## src/rtl/gtl_pkg.sv

```systemverilog
package gtl_pkg;

  // command codes handed to the drawer
  typedef enum logic [2:0] {
    ACT_NONE  = 3'd0,
    ACT_CHAR  = 3'd1,
    ACT_GLYPH = 3'd2,
    ACT_BLANK = 3'd3,
    ACT_STOP  = 3'd4
  } action_t;

  // register map, word index on the APB port
  localparam logic [2:0] REG_ORIGIN_X    = 3'd0;
  localparam logic [2:0] REG_ORIGIN_Y    = 3'd1;
  localparam logic [2:0] REG_AREA_WIDTH  = 3'd2;
  localparam logic [2:0] REG_AREA_HEIGHT = 3'd3;
  localparam logic [2:0] REG_FONT_SIZE   = 3'd4;
  localparam logic [2:0] REG_OVERLAY     = 3'd5;

  // byte codes
  localparam logic [7:0] LEAD_MIN      = 8'h81;
  localparam logic [7:0] TRAIL_MIN     = 8'h40;
  localparam logic [7:0] CODE_FF       = 8'hff;
  localparam logic [7:0] TRAIL_GAP     = 8'h7f;
  localparam logic [7:0] TRAIL_HI_BASE = 8'h41;
  localparam logic [7:0] ASCII_MAX     = 8'h80;
  localparam logic [7:0] CODE_CR       = 8'd13;
  localparam logic [7:0] CODE_END      = 8'd0;
  localparam int         ROW_CODES     = 190;

  typedef struct packed {
    logic [15:0] origin_x;
    logic [15:0] origin_y;
    logic [15:0] area_width;
    logic [15:0] area_height;
    logic [6:0]  font_size;
    logic        overlay_mode;
  } cfg_t;

  typedef enum logic {
    ST_TAKE,
    ST_MUL
  } state_t;

  typedef struct packed {
    logic take;
    logic load;
  } cmd_t;

  typedef struct packed {
    logic out_free;
  } status_t;

  // bitmap bytes per glyph; zero for sizes without a font file
  function automatic logic [9:0] glyph_bytes_of(input logic [6:0] size);
    logic [9:0] r;
    r = 10'd0;
    case (size)
      7'd12:   r = 10'd24;
      7'd16:   r = 10'd32;
      7'd24:   r = 10'd72;
      default: r = 10'd0;
    endcase
    return r;
  endfunction

endpackage

```

## src/rtl/gtl_if.sv

```systemverilog
interface gtl_byte_if;
  logic       valid;
  logic       ready;
  logic       start_string;
  logic [7:0] code_byte;

  modport source(output valid, output start_string, output code_byte, input ready);
  modport sink(input valid, input start_string, input code_byte, output ready);
endinterface

interface gtl_cmd_if;
  logic        valid;
  logic        ready;
  logic [2:0]  action;
  logic [15:0] pos_x;
  logic [15:0] pos_y;
  logic [7:0]  char_code;
  logic [20:0] glyph_offset;
  logic [9:0]  glyph_bytes;
  logic        overlay;

  modport source(output valid, output action, output pos_x, output pos_y,
                 output char_code, output glyph_offset, output glyph_bytes,
                 output overlay, input ready);
  modport sink(input valid, input action, input pos_x, input pos_y,
               input char_code, input glyph_offset, input glyph_bytes,
               input overlay, output ready);
endinterface

```

## src/rtl/gtl_ctrl.sv

```systemverilog
module gtl_ctrl (
  input  logic             clk,
  input  logic             rst,
  input  logic             in_valid,
  output logic             in_ready,
  input  gtl_pkg::status_t status,
  output gtl_pkg::cmd_t    cmd
);
  import gtl_pkg::*;

  state_t state, state_next;

  always_ff @(posedge clk) begin
    if (rst) begin
      state <= ST_TAKE;
    end else begin
      state <= state_next;
    end
  end

  always_comb begin
    state_next = state;
    unique case (state)
      ST_TAKE: if (in_valid) state_next = ST_MUL;
      ST_MUL:  if (status.out_free) state_next = ST_TAKE;
      default: state_next = ST_TAKE;
    endcase
  end

  always_comb begin
    in_ready = 1'b0;
    cmd      = '0;
    unique case (state)
      ST_TAKE: begin
        in_ready = 1'b1;
        cmd.take = in_valid;
      end
      ST_MUL: begin
        cmd.load = status.out_free;
      end
      default: begin
        in_ready = 1'b0;
      end
    endcase
  end

endmodule

```

## src/rtl/gtl_datapath.sv

```systemverilog
module gtl_datapath (
  input  logic             clk,
  input  logic             rst,
  input  gtl_pkg::cfg_t    cfg,
  input  gtl_pkg::cmd_t    cmd,
  output gtl_pkg::status_t status,
  input  logic             start_string,
  input  logic [7:0]       code_byte,
  gtl_cmd_if.source        cmd_out
);
  import gtl_pkg::*;

  // text state
  logic [15:0] cursor_x, cursor_y;
  logic [7:0]  lead_byte;
  logic        lead_pending, skip_next, finished;

  logic [15:0] cursor_x_next, cursor_y_next;
  logic [7:0]  lead_byte_next;
  logic        lead_pending_next, skip_next_next, finished_next;

  // result held between the step and the multiply
  action_t     p_action, p_action_next;
  logic [15:0] p_x, p_x_next, p_y, p_y_next;
  logic [7:0]  p_char, p_char_next;
  logic [9:0]  p_bytes, p_bytes_next;
  logic [14:0] p_idx, p_idx_next;

  logic        out_valid;

  // cursor after an optional start of string
  logic [15:0] cx, cy;
  logic        lp, sk, fin;
  logic [15:0] fs16, half, cell_w;
  logic signed [18:0] lim_x, lim_y;
  logic        wrap, below;
  logic [15:0] cx_w, cy_w;

  // glyph addressing
  logic        code_bad;
  logic [6:0]  qh;
  logic [7:0]  ql;
  logic [14:0] row_base, glyph_idx;
  logic [9:0]  csize;

  assign cx  = start_string ? cfg.origin_x : cursor_x;
  assign cy  = start_string ? cfg.origin_y : cursor_y;
  assign lp  = start_string ? 1'b0 : lead_pending;
  assign sk  = start_string ? 1'b0 : skip_next;
  assign fin = start_string ? 1'b0 : finished;

  assign fs16   = {9'd0, cfg.font_size};
  assign half   = {10'd0, cfg.font_size[6:1]};
  assign cell_w = lp ? fs16 : half;

  // right-edge test, wide enough never to wrap
  assign lim_x = $signed({3'b000, cfg.origin_x}) + $signed({3'b000, cfg.area_width})
               - $signed({3'b000, cell_w});
  assign wrap  = $signed({3'b000, cx}) > lim_x;
  assign cx_w  = wrap ? cfg.origin_x : cx;
  assign cy_w  = wrap ? cy + fs16 : cy;

  assign lim_y = $signed({3'b000, cfg.origin_y}) + $signed({3'b000, cfg.area_height})
               - $signed({12'd0, cfg.font_size});
  assign below = $signed({3'b000, cy_w}) > lim_y;

  assign csize    = glyph_bytes_of(cfg.font_size);
  assign code_bad = (lead_byte < LEAD_MIN) || (code_byte < TRAIL_MIN)
                 || (code_byte == CODE_FF) || (lead_byte == CODE_FF);
  assign qh       = 7'(lead_byte - LEAD_MIN);
  assign ql       = (code_byte < TRAIL_GAP) ? code_byte - TRAIL_MIN
                                            : code_byte - TRAIL_HI_BASE;
  assign row_base = {8'd0, qh} * 15'(ROW_CODES);
  assign glyph_idx = row_base + {7'd0, ql};

  always_comb begin
    cursor_x_next     = cx;
    cursor_y_next     = cy;
    lead_byte_next    = lead_byte;
    lead_pending_next = lp;
    skip_next_next    = sk;
    finished_next     = fin;
    p_action_next     = ACT_NONE;
    p_x_next          = 16'd0;
    p_y_next          = 16'd0;
    p_char_next       = 8'd0;
    p_bytes_next      = 10'd0;
    p_idx_next        = 15'd0;

    if (fin) begin
      finished_next = 1'b1;
    end else if (sk) begin
      skip_next_next = 1'b0;
      if (code_byte == CODE_END) finished_next = 1'b1;
    end else if (lp) begin
      lead_pending_next = 1'b0;
      cursor_x_next     = cx_w;
      cursor_y_next     = cy_w;
      if (below) begin
        finished_next = 1'b1;
        p_action_next = ACT_STOP;
        p_x_next      = cx_w;
        p_y_next      = cy_w;
      end else begin
        if (csize != 10'd0) begin
          p_x_next     = cx_w;
          p_y_next     = cy_w;
          p_bytes_next = csize;
          if (code_bad) begin
            p_action_next = ACT_BLANK;
          end else begin
            p_action_next = ACT_GLYPH;
            p_idx_next    = glyph_idx;
          end
        end
        cursor_x_next = cx_w + fs16;
        if (code_byte == CODE_END) finished_next = 1'b1;
      end
    end else if (code_byte == CODE_END) begin
      finished_next = 1'b1;
    end else if (code_byte > ASCII_MAX) begin
      lead_byte_next    = code_byte;
      lead_pending_next = 1'b1;
    end else begin
      cursor_x_next = cx_w;
      cursor_y_next = cy_w;
      if (below) begin
        finished_next = 1'b1;
        p_action_next = ACT_STOP;
        p_x_next      = cx_w;
        p_y_next      = cy_w;
      end else if (code_byte == CODE_CR) begin
        // new line, x indented by half a cell, next byte dropped
        cursor_y_next  = cy_w + fs16;
        cursor_x_next  = cfg.origin_x + half;
        skip_next_next = 1'b1;
      end else begin
        p_action_next = ACT_CHAR;
        p_x_next      = cx_w;
        p_y_next      = cy_w;
        p_char_next   = code_byte;
        cursor_x_next = cx_w + half;
      end
    end
  end

  always_ff @(posedge clk) begin
    if (rst) begin
      cursor_x     <= 16'd0;
      cursor_y     <= 16'd0;
      lead_byte    <= 8'd0;
      lead_pending <= 1'b0;
      skip_next    <= 1'b0;
      finished     <= 1'b0;
    end else if (cmd.take) begin
      cursor_x     <= cursor_x_next;
      cursor_y     <= cursor_y_next;
      lead_byte    <= lead_byte_next;
      lead_pending <= lead_pending_next;
      skip_next    <= skip_next_next;
      finished     <= finished_next;
    end
  end

  always_ff @(posedge clk) begin
    if (cmd.take) begin
      p_action <= p_action_next;
      p_x      <= p_x_next;
      p_y      <= p_y_next;
      p_char   <= p_char_next;
      p_bytes  <= p_bytes_next;
      p_idx    <= p_idx_next;
    end
  end

  // output register
  assign status.out_free = !out_valid || cmd_out.ready;

  always_ff @(posedge clk) begin
    if (rst) begin
      out_valid <= 1'b0;
    end else if (cmd.load) begin
      out_valid <= 1'b1;
    end else if (cmd_out.ready) begin
      out_valid <= 1'b0;
    end
  end

  always_ff @(posedge clk) begin
    if (cmd.load) begin
      cmd_out.action       <= p_action;
      cmd_out.pos_x        <= p_x;
      cmd_out.pos_y        <= p_y;
      cmd_out.char_code    <= p_char;
      cmd_out.glyph_bytes  <= p_bytes;
      cmd_out.glyph_offset <= 21'({10'd0, p_idx} * {15'd0, p_bytes});
      cmd_out.overlay      <= cfg.overlay_mode;
    end
  end

  assign cmd_out.valid = out_valid;

endmodule

```

## src/rtl/gbk_text_layout_glyph_addresser_unit.sv

```systemverilog
// GBK text layout and glyph addresser.
// byte_in (valid/ready): one string byte per request, with start_string to
//   home the cursor to the origin and clear the pending lead, skip and stop
//   flags before the byte is used.
// cmd_out (valid/ready): one drawer command per accepted byte: nothing, ASCII
//   char, glyph at a font-file byte offset, blank glyph, or stopped.
// APB port: six word registers at byte address 4*i (origin x/y, area
//   width/height, font size, overlay mode); pready is tied high, reads return
//   the register. Write only while no byte is in flight.
// Steps: a taken byte gets its cursor step, wrap and bottom tests and glyph
//   row index, all registered; the multiply step then multiplies the index
//   by the glyph size and loads the output register once it is free, which
//   raises cmd_out.valid. A new byte is taken only after that load, as the
//   sequencer waits in the multiply step and each byte moves the cursor.
// Reset: registers go to their defaults (area 240x320, size 16), cursor to
//   zero, no command pending.
// Stall: the output register holds its command while cmd_out.ready is low;
//   a second byte may be taken meanwhile, then byte_in.ready drops until the
//   held command is taken.
module gbk_text_layout_glyph_addresser_unit (
  input  logic        clk,
  input  logic        rst,
  gtl_byte_if.sink    byte_in,
  gtl_cmd_if.source   cmd_out,
  input  logic        psel,
  input  logic        penable,
  input  logic        pwrite,
  input  logic [4:0]  paddr,
  input  logic [31:0] pwdata,
  output logic [31:0] prdata,
  output logic        pready
);
  import gtl_pkg::*;

  cfg_t    cfg;
  cmd_t    cmd;
  status_t status;
  logic    cfg_write;

  assign pready    = 1'b1;
  assign cfg_write = psel && penable && pwrite && pready;

  // configuration registers; word index from paddr[4:2]
  always_ff @(posedge clk) begin
    if (rst) begin
      cfg.origin_x     <= 16'd0;
      cfg.origin_y     <= 16'd0;
      cfg.area_width   <= 16'd240;
      cfg.area_height  <= 16'd320;
      cfg.font_size    <= 7'd16;
      cfg.overlay_mode <= 1'b0;
    end else if (cfg_write) begin
      unique case (paddr[4:2])
        REG_ORIGIN_X:    cfg.origin_x     <= pwdata[15:0];
        REG_ORIGIN_Y:    cfg.origin_y     <= pwdata[15:0];
        REG_AREA_WIDTH:  cfg.area_width   <= pwdata[15:0];
        REG_AREA_HEIGHT: cfg.area_height  <= pwdata[15:0];
        REG_FONT_SIZE:   cfg.font_size    <= pwdata[6:0];
        REG_OVERLAY:     cfg.overlay_mode <= pwdata[0];
        default: ;  // unmapped words ignore writes
      endcase
    end
  end

  // read-back mux
  always_comb begin
    unique case (paddr[4:2])
      REG_ORIGIN_X:    prdata = {16'd0, cfg.origin_x};
      REG_ORIGIN_Y:    prdata = {16'd0, cfg.origin_y};
      REG_AREA_WIDTH:  prdata = {16'd0, cfg.area_width};
      REG_AREA_HEIGHT: prdata = {16'd0, cfg.area_height};
      REG_FONT_SIZE:   prdata = {25'd0, cfg.font_size};
      REG_OVERLAY:     prdata = {31'd0, cfg.overlay_mode};
      default:         prdata = 32'd0;
    endcase
  end

  // sequencer: take a byte, then multiply and load the output
  gtl_ctrl u_ctrl (
    .clk      (clk),
    .rst      (rst),
    .in_valid (byte_in.valid),
    .in_ready (byte_in.ready),
    .status   (status),
    .cmd      (cmd)
  );

  // cursor state, step logic, glyph addressing and output register
  gtl_datapath u_datapath (
    .clk          (clk),
    .rst          (rst),
    .cfg          (cfg),
    .cmd          (cmd),
    .status       (status),
    .start_string (byte_in.start_string),
    .code_byte    (byte_in.code_byte),
    .cmd_out      (cmd_out)
  );

endmodule

```

## src/flat_wrapper.sv

```systemverilog
// flat-port wrapper written by rule: the top's interface ports become plain ports
module gbk_text_layout_glyph_addresser_unit_flat import gtl_pkg::*;
  (clk, rst, psel, penable, pwrite, paddr, pwdata, prdata, pready, byte_in_valid, byte_in_start_string, byte_in_code_byte, byte_in_ready, cmd_out_valid, cmd_out_action, cmd_out_pos_x, cmd_out_pos_y, cmd_out_char_code, cmd_out_glyph_offset, cmd_out_glyph_bytes, cmd_out_overlay, cmd_out_ready);
  gtl_byte_if byte_in_i ();
  gtl_cmd_if cmd_out_i ();
  input  logic clk;
  input  logic rst;
  input  logic psel;
  input  logic penable;
  input  logic pwrite;
  input  logic [4:0] paddr;
  input  logic [31:0] pwdata;
  output logic [31:0] prdata;
  output logic pready;
  input wire logic [$bits(byte_in_i.valid)-1:0] byte_in_valid;
  input wire logic [$bits(byte_in_i.start_string)-1:0] byte_in_start_string;
  input wire logic [$bits(byte_in_i.code_byte)-1:0] byte_in_code_byte;
  output wire logic [$bits(byte_in_i.ready)-1:0] byte_in_ready;
  output wire logic [$bits(cmd_out_i.valid)-1:0] cmd_out_valid;
  output wire logic [$bits(cmd_out_i.action)-1:0] cmd_out_action;
  output wire logic [$bits(cmd_out_i.pos_x)-1:0] cmd_out_pos_x;
  output wire logic [$bits(cmd_out_i.pos_y)-1:0] cmd_out_pos_y;
  output wire logic [$bits(cmd_out_i.char_code)-1:0] cmd_out_char_code;
  output wire logic [$bits(cmd_out_i.glyph_offset)-1:0] cmd_out_glyph_offset;
  output wire logic [$bits(cmd_out_i.glyph_bytes)-1:0] cmd_out_glyph_bytes;
  output wire logic [$bits(cmd_out_i.overlay)-1:0] cmd_out_overlay;
  input wire logic [$bits(cmd_out_i.ready)-1:0] cmd_out_ready;
  assign byte_in_i.valid = byte_in_valid;
  assign byte_in_i.start_string = byte_in_start_string;
  assign byte_in_i.code_byte = byte_in_code_byte;
  assign byte_in_ready = byte_in_i.ready;
  assign cmd_out_valid = cmd_out_i.valid;
  assign cmd_out_action = cmd_out_i.action;
  assign cmd_out_pos_x = cmd_out_i.pos_x;
  assign cmd_out_pos_y = cmd_out_i.pos_y;
  assign cmd_out_char_code = cmd_out_i.char_code;
  assign cmd_out_glyph_offset = cmd_out_i.glyph_offset;
  assign cmd_out_glyph_bytes = cmd_out_i.glyph_bytes;
  assign cmd_out_overlay = cmd_out_i.overlay;
  assign cmd_out_i.ready = cmd_out_ready;
  gbk_text_layout_glyph_addresser_unit u_core (.clk(clk), .rst(rst), .byte_in(byte_in_i), .cmd_out(cmd_out_i), .psel(psel), .penable(penable), .pwrite(pwrite), .paddr(paddr), .pwdata(pwdata), .prdata(prdata), .pready(pready));
endmodule
```

## config.mk

```make
export PLATFORM = sky130hd
export DESIGN_NAME = gbk_text_layout_glyph_addresser_unit_flat
export DESIGN_NICKNAME = d
export VERILOG_FILES = /design/src/rtl/gtl_pkg.sv /design/src/rtl/gtl_if.sv /design/src/rtl/gtl_ctrl.sv /design/src/rtl/gtl_datapath.sv /design/src/rtl/gbk_text_layout_glyph_addresser_unit.sv /design/src/flat_wrapper.sv
export SDC_FILE = /design/constraint.sdc
export NUM_CORES = 1
export LEC_CHECK = 0
export BUFFER_PORTS_ARGS = -buffer_cell sky130_fd_sc_hd__buf_2
export CORE_MARGIN = 5
export CORE_UTILIZATION = 55
export CTS_BUF_LIST = sky130_fd_sc_hd__clkbuf_8
export DETAILED_ROUTE_END_ITERATION = 6
export PLACE_DENSITY = 0.74
export SLEW_MARGIN = 20
export SYNTH_ARGS = -nofsm -noshare
export SYNTH_HDL_FRONTEND = slang
export SYNTH_SLANG_ARGS = --single-unit
```

## constraint.sdc

```tcl
create_clock -name clk -period 14.3 [get_ports clk]
set_input_delay 3.575 -clock clk [delete_from_list [all_inputs] [get_ports clk]]
set_output_delay 3.575 -clock clk [all_outputs]
set_load 0.02 [all_outputs]
```

==> impl_results.md <==
* H-Tree Depth at 2
* Final-layout fill cell count at 3,180
* Clock root buffer: clkbuf_8
* Area Overhead vs Synth at 8.92%
* Power Density at 135 nW/um^2
* FF/Latch Area at 6190 sq um
* Multi-input gate area at 12,400 sq um
* First-pass GRT wire length at 89,100 um
* Post-synth top area share at 19.2%
* Worst Setup Start Kind: input port
* Async S/R FF share, synth at 0%
* Synth unique cells at 82
* Post-synthesis sequential area ratio at 30.9%
* Clock transition at the registers of the reported paths at 0.05 ns
* EDFF count, synth at 128
* Worst path arrival time at 13.46 ns
* Final instance area at 21,800 sq um
* Hold-fix buffers, CTS at 0
* Vias in the first global route at 16,200
* Top FF cell, synth: edfxtp_1
* Seq pwr share at 27.4%
* Antenna-violating nets left at 0
* Post-Syn Instances at 2,291
* Commonest cells after routing, fill and taps aside: inv_1, nand2_1, ha_1
* Worst-Margin Slew at 1.17 ns
* Initial antenna violation count at 1
* Via count at 17,000
* DRC at 0
* # IOs at 163
* Internal at 0.00176 W
* DP Area at 21,000 sq um
* # port buffers at 118
* Max Freq at 76.8 MHz
* Leak at 9.84 nW
* Share of layout cells above drive strength 1 at 10.2%
* Via-per-instance ratio at 5.88
* Combinational power share at 50.5%
* Die height at 201 um
* Core area at 35,700 sq um
* Number of gates resized after CTS at 0
* Final setup viols at 0
* Number of detailed-route iterations in the first pass at 6
* Syn_area_per_cell at 8.74 sq um
* Max FO, Critical Path at 26
* Wire length per cell at 19.8 um
* Crit. End Element: flip-flop
* N_diodes at 0
* CP max-delay cell: nor3_1
* Setup CP Type: input port to flip-flop
* DR iter-0 viols at 1,551
* CP peak stage delay at 0.63 ns
* Post-Synthesis Cell Area at 20,000 sq um
* Final period util at 91.1%
* Synth warn at 0
* CTS Buf Count at 44
* RSZ-0062 raised after global routing: false
* RePlAce Congestion at 0.959
* Cell Count, Final, Fillers Out at 2,884
* DP HPWL at 43,800 um
* Overall routing resource usage at 27.4%
* Synth top area cells: edfxtp_1, ha_1, dfxtp_1
* Largest net degree at the start of global routing at 94
* Final hold vios at 0
* Grt total ovfl at 0
* Slew HR at 21.5%
* Clk_lat worst skew at 0.59 ns
* # placed instances at 2,807
* CTS tree: built
* Max-Cap Viols at 0
* Flops & latches, synth at 245
* Sum of negative setup slack at 0 ns
* Fin util at 61.0%
* Clock tree buffer depth at 3
* Post-layout min period at 13.03 ns
* Sink Count at 245
* Full die area at 40,300 sq um
* Post-synth top area cell: edfxtp_1
* Pins Over Slew Limit at 0
* Sw frac at 40.5%
* HP Class: flip-flop to flip-flop
* Number of nets in the layout at 2,725
* Most common cell after layout, fill and taps aside: inv_1
* Most common cell on crit path: ha_1
* Die X at 201 um
* Setup bufs post-CTS at 0
* Initial Util at 56.0%
* Routed WL at 57,100 um
* Status: completed
* Worst Clk Skew at 0.0328 ns
* Clock power frac at 22.1%
* Max VDD drop at 0.210 mV
* Row cnt at 69
* P_sw at 0.00120 W
* Critical path data required time at 14.74 ns
## power by group through the flow
stage	Combinational (W)	Sequential [W]	Clock (W)
2_1_floorplan	0.00116	0.000835	0
3_5_place_dp	0.00148	0.000823	0
3_3_place_gp	0.00143	0.000821	0
6_report	0.00149	0.000808	0.000653
4_1_cts	0.00149	0.000808	0.000666
5_1_grt	0.00168	0.000812	0.000698
## worst max-delay path, delay by kind of cell
kind | cells | cell delay [ns]
AND/OR/NAND/NOR | 13 | 3.21
buffers and inverters | 5 | 1.24
XOR/XNOR | 2 | 0.72
AO/OA/AOI/OAI | 13 | 3.53
adder cells (fa/ha/maj) | 4 | 1.13
## layer usage
layer	global-route usage (%)	vias to the layer above	wire length, um
li1	-	8028	-
met1	39.3	8030	25400
met2	41.4	760	24300
met3	5.82	140	5420
met4	9.37	2	2020
met5	0	-	13
## stage by stage
step                      hold slack [ns]  setup WS (ns)  total power [W]
final                               0.416           1.27          0.00295
after global routing                0.421          0.886          0.00319
after CTS                           0.417           1.50          0.00296
after detailed placement            0.405          0.942          0.00230
after global placement              0.405           1.13          0.00225
after floorplan                     0.400          0.954          0.00200
## cell usage after synthesis (13+ instances only)
| cell type | count |
|---|---|
| inv_1 | 283 |
| nand2_1 | 231 |
| ha_1 | 218 |
| a21oi_1 | 181 |
| nor2_1 | 179 |
| edfxtp_1 | 128 |
| dfxtp_1 | 117 |
| xnor2_1 | 83 |
| o21ai_0 | 75 |
| and2_1 | 71 |
| clkbuf_1 | 64 |
| fa_1 | 62 |
| mux2i_1 | 58 |
| nand3_1 | 43 |
| nor2b_1 | 40 |
| nor3_1 | 40 |
| xor2_1 | 31 |
| a21o_1 | 30 |
| buf_4 | 29 |
| o21bai_1 | 23 |
| nand2b_1 | 20 |
| nand4_1 | 20 |
| o211ai_1 | 18 |
| o21a_1 | 18 |
| a31oi_1 | 14 |
| nor4_1 | 13 |
| o22ai_1 | 13 |
## state kept, by name, summed over array words and instances, names as in the netlist, 15 cells and up
signal                                  flops
u_core.u_datapath.cmd_out.glyph_offset     18
u_core.u_datapath.p_idx                    15
u_core.u_datapath.cursor_y                 16
u_core.u_datapath.p_x                      16
u_core.u_datapath.cmd_out.pos_x            16
u_core.u_datapath.cursor_x                 16
u_core.u_datapath.p_y                      16
u_core.u_datapath.cmd_out.pos_y            16
u_core.cfg                                 72
## path summary, 6_finish.rpt
path | endpoint | depth (start not counted) | from | slack (ns)
setup / recovery | u_core.u_datapath.p_char[5] | 37 | byte_in_start_string | 1.27
hold / removal | u_core.u_datapath.cmd_out.action[2] | 0 | u_core.u_datapath.p_action[2] | 0.42
setup reg to reg | u_core.u_datapath.p_char[5] | 32 | u_core.cfg[3] | 4.01
hold reg to reg | u_core.u_datapath.cmd_out.action[2] | 0 | u_core.u_datapath.p_action[2] | 0.42
## logic make-up after synthesis
| logic type | Yosys count | share of synthesized area, % |
|---|---|---|
| adders and majority gates | 280 | 19.8 |
| AOI/OAI and AO/OA | 476 | 15.1 |
| xor gates and xnor gates | 114 | 4.99 |
| and+or+nand+nor | 702 | 16.6 |
| buffers and inverters | 394 | 7.97 |
| DFF | 245 | 30.9 |
| other | 2 | 0.0375 |
| muxes | 78 | 4.59 |
## cell type report
cell class	instances	share of cell area (%)
clock buffers	47	2.97
well taps	461	2.64
clock inverters	30	0.901
repair buffers	141	3.51
multi-input cells	1676	56.7
inverters	284	4.89
flip-flops and latches	245	28.4
Note: power is estimated with default switching activity, not from simulation.
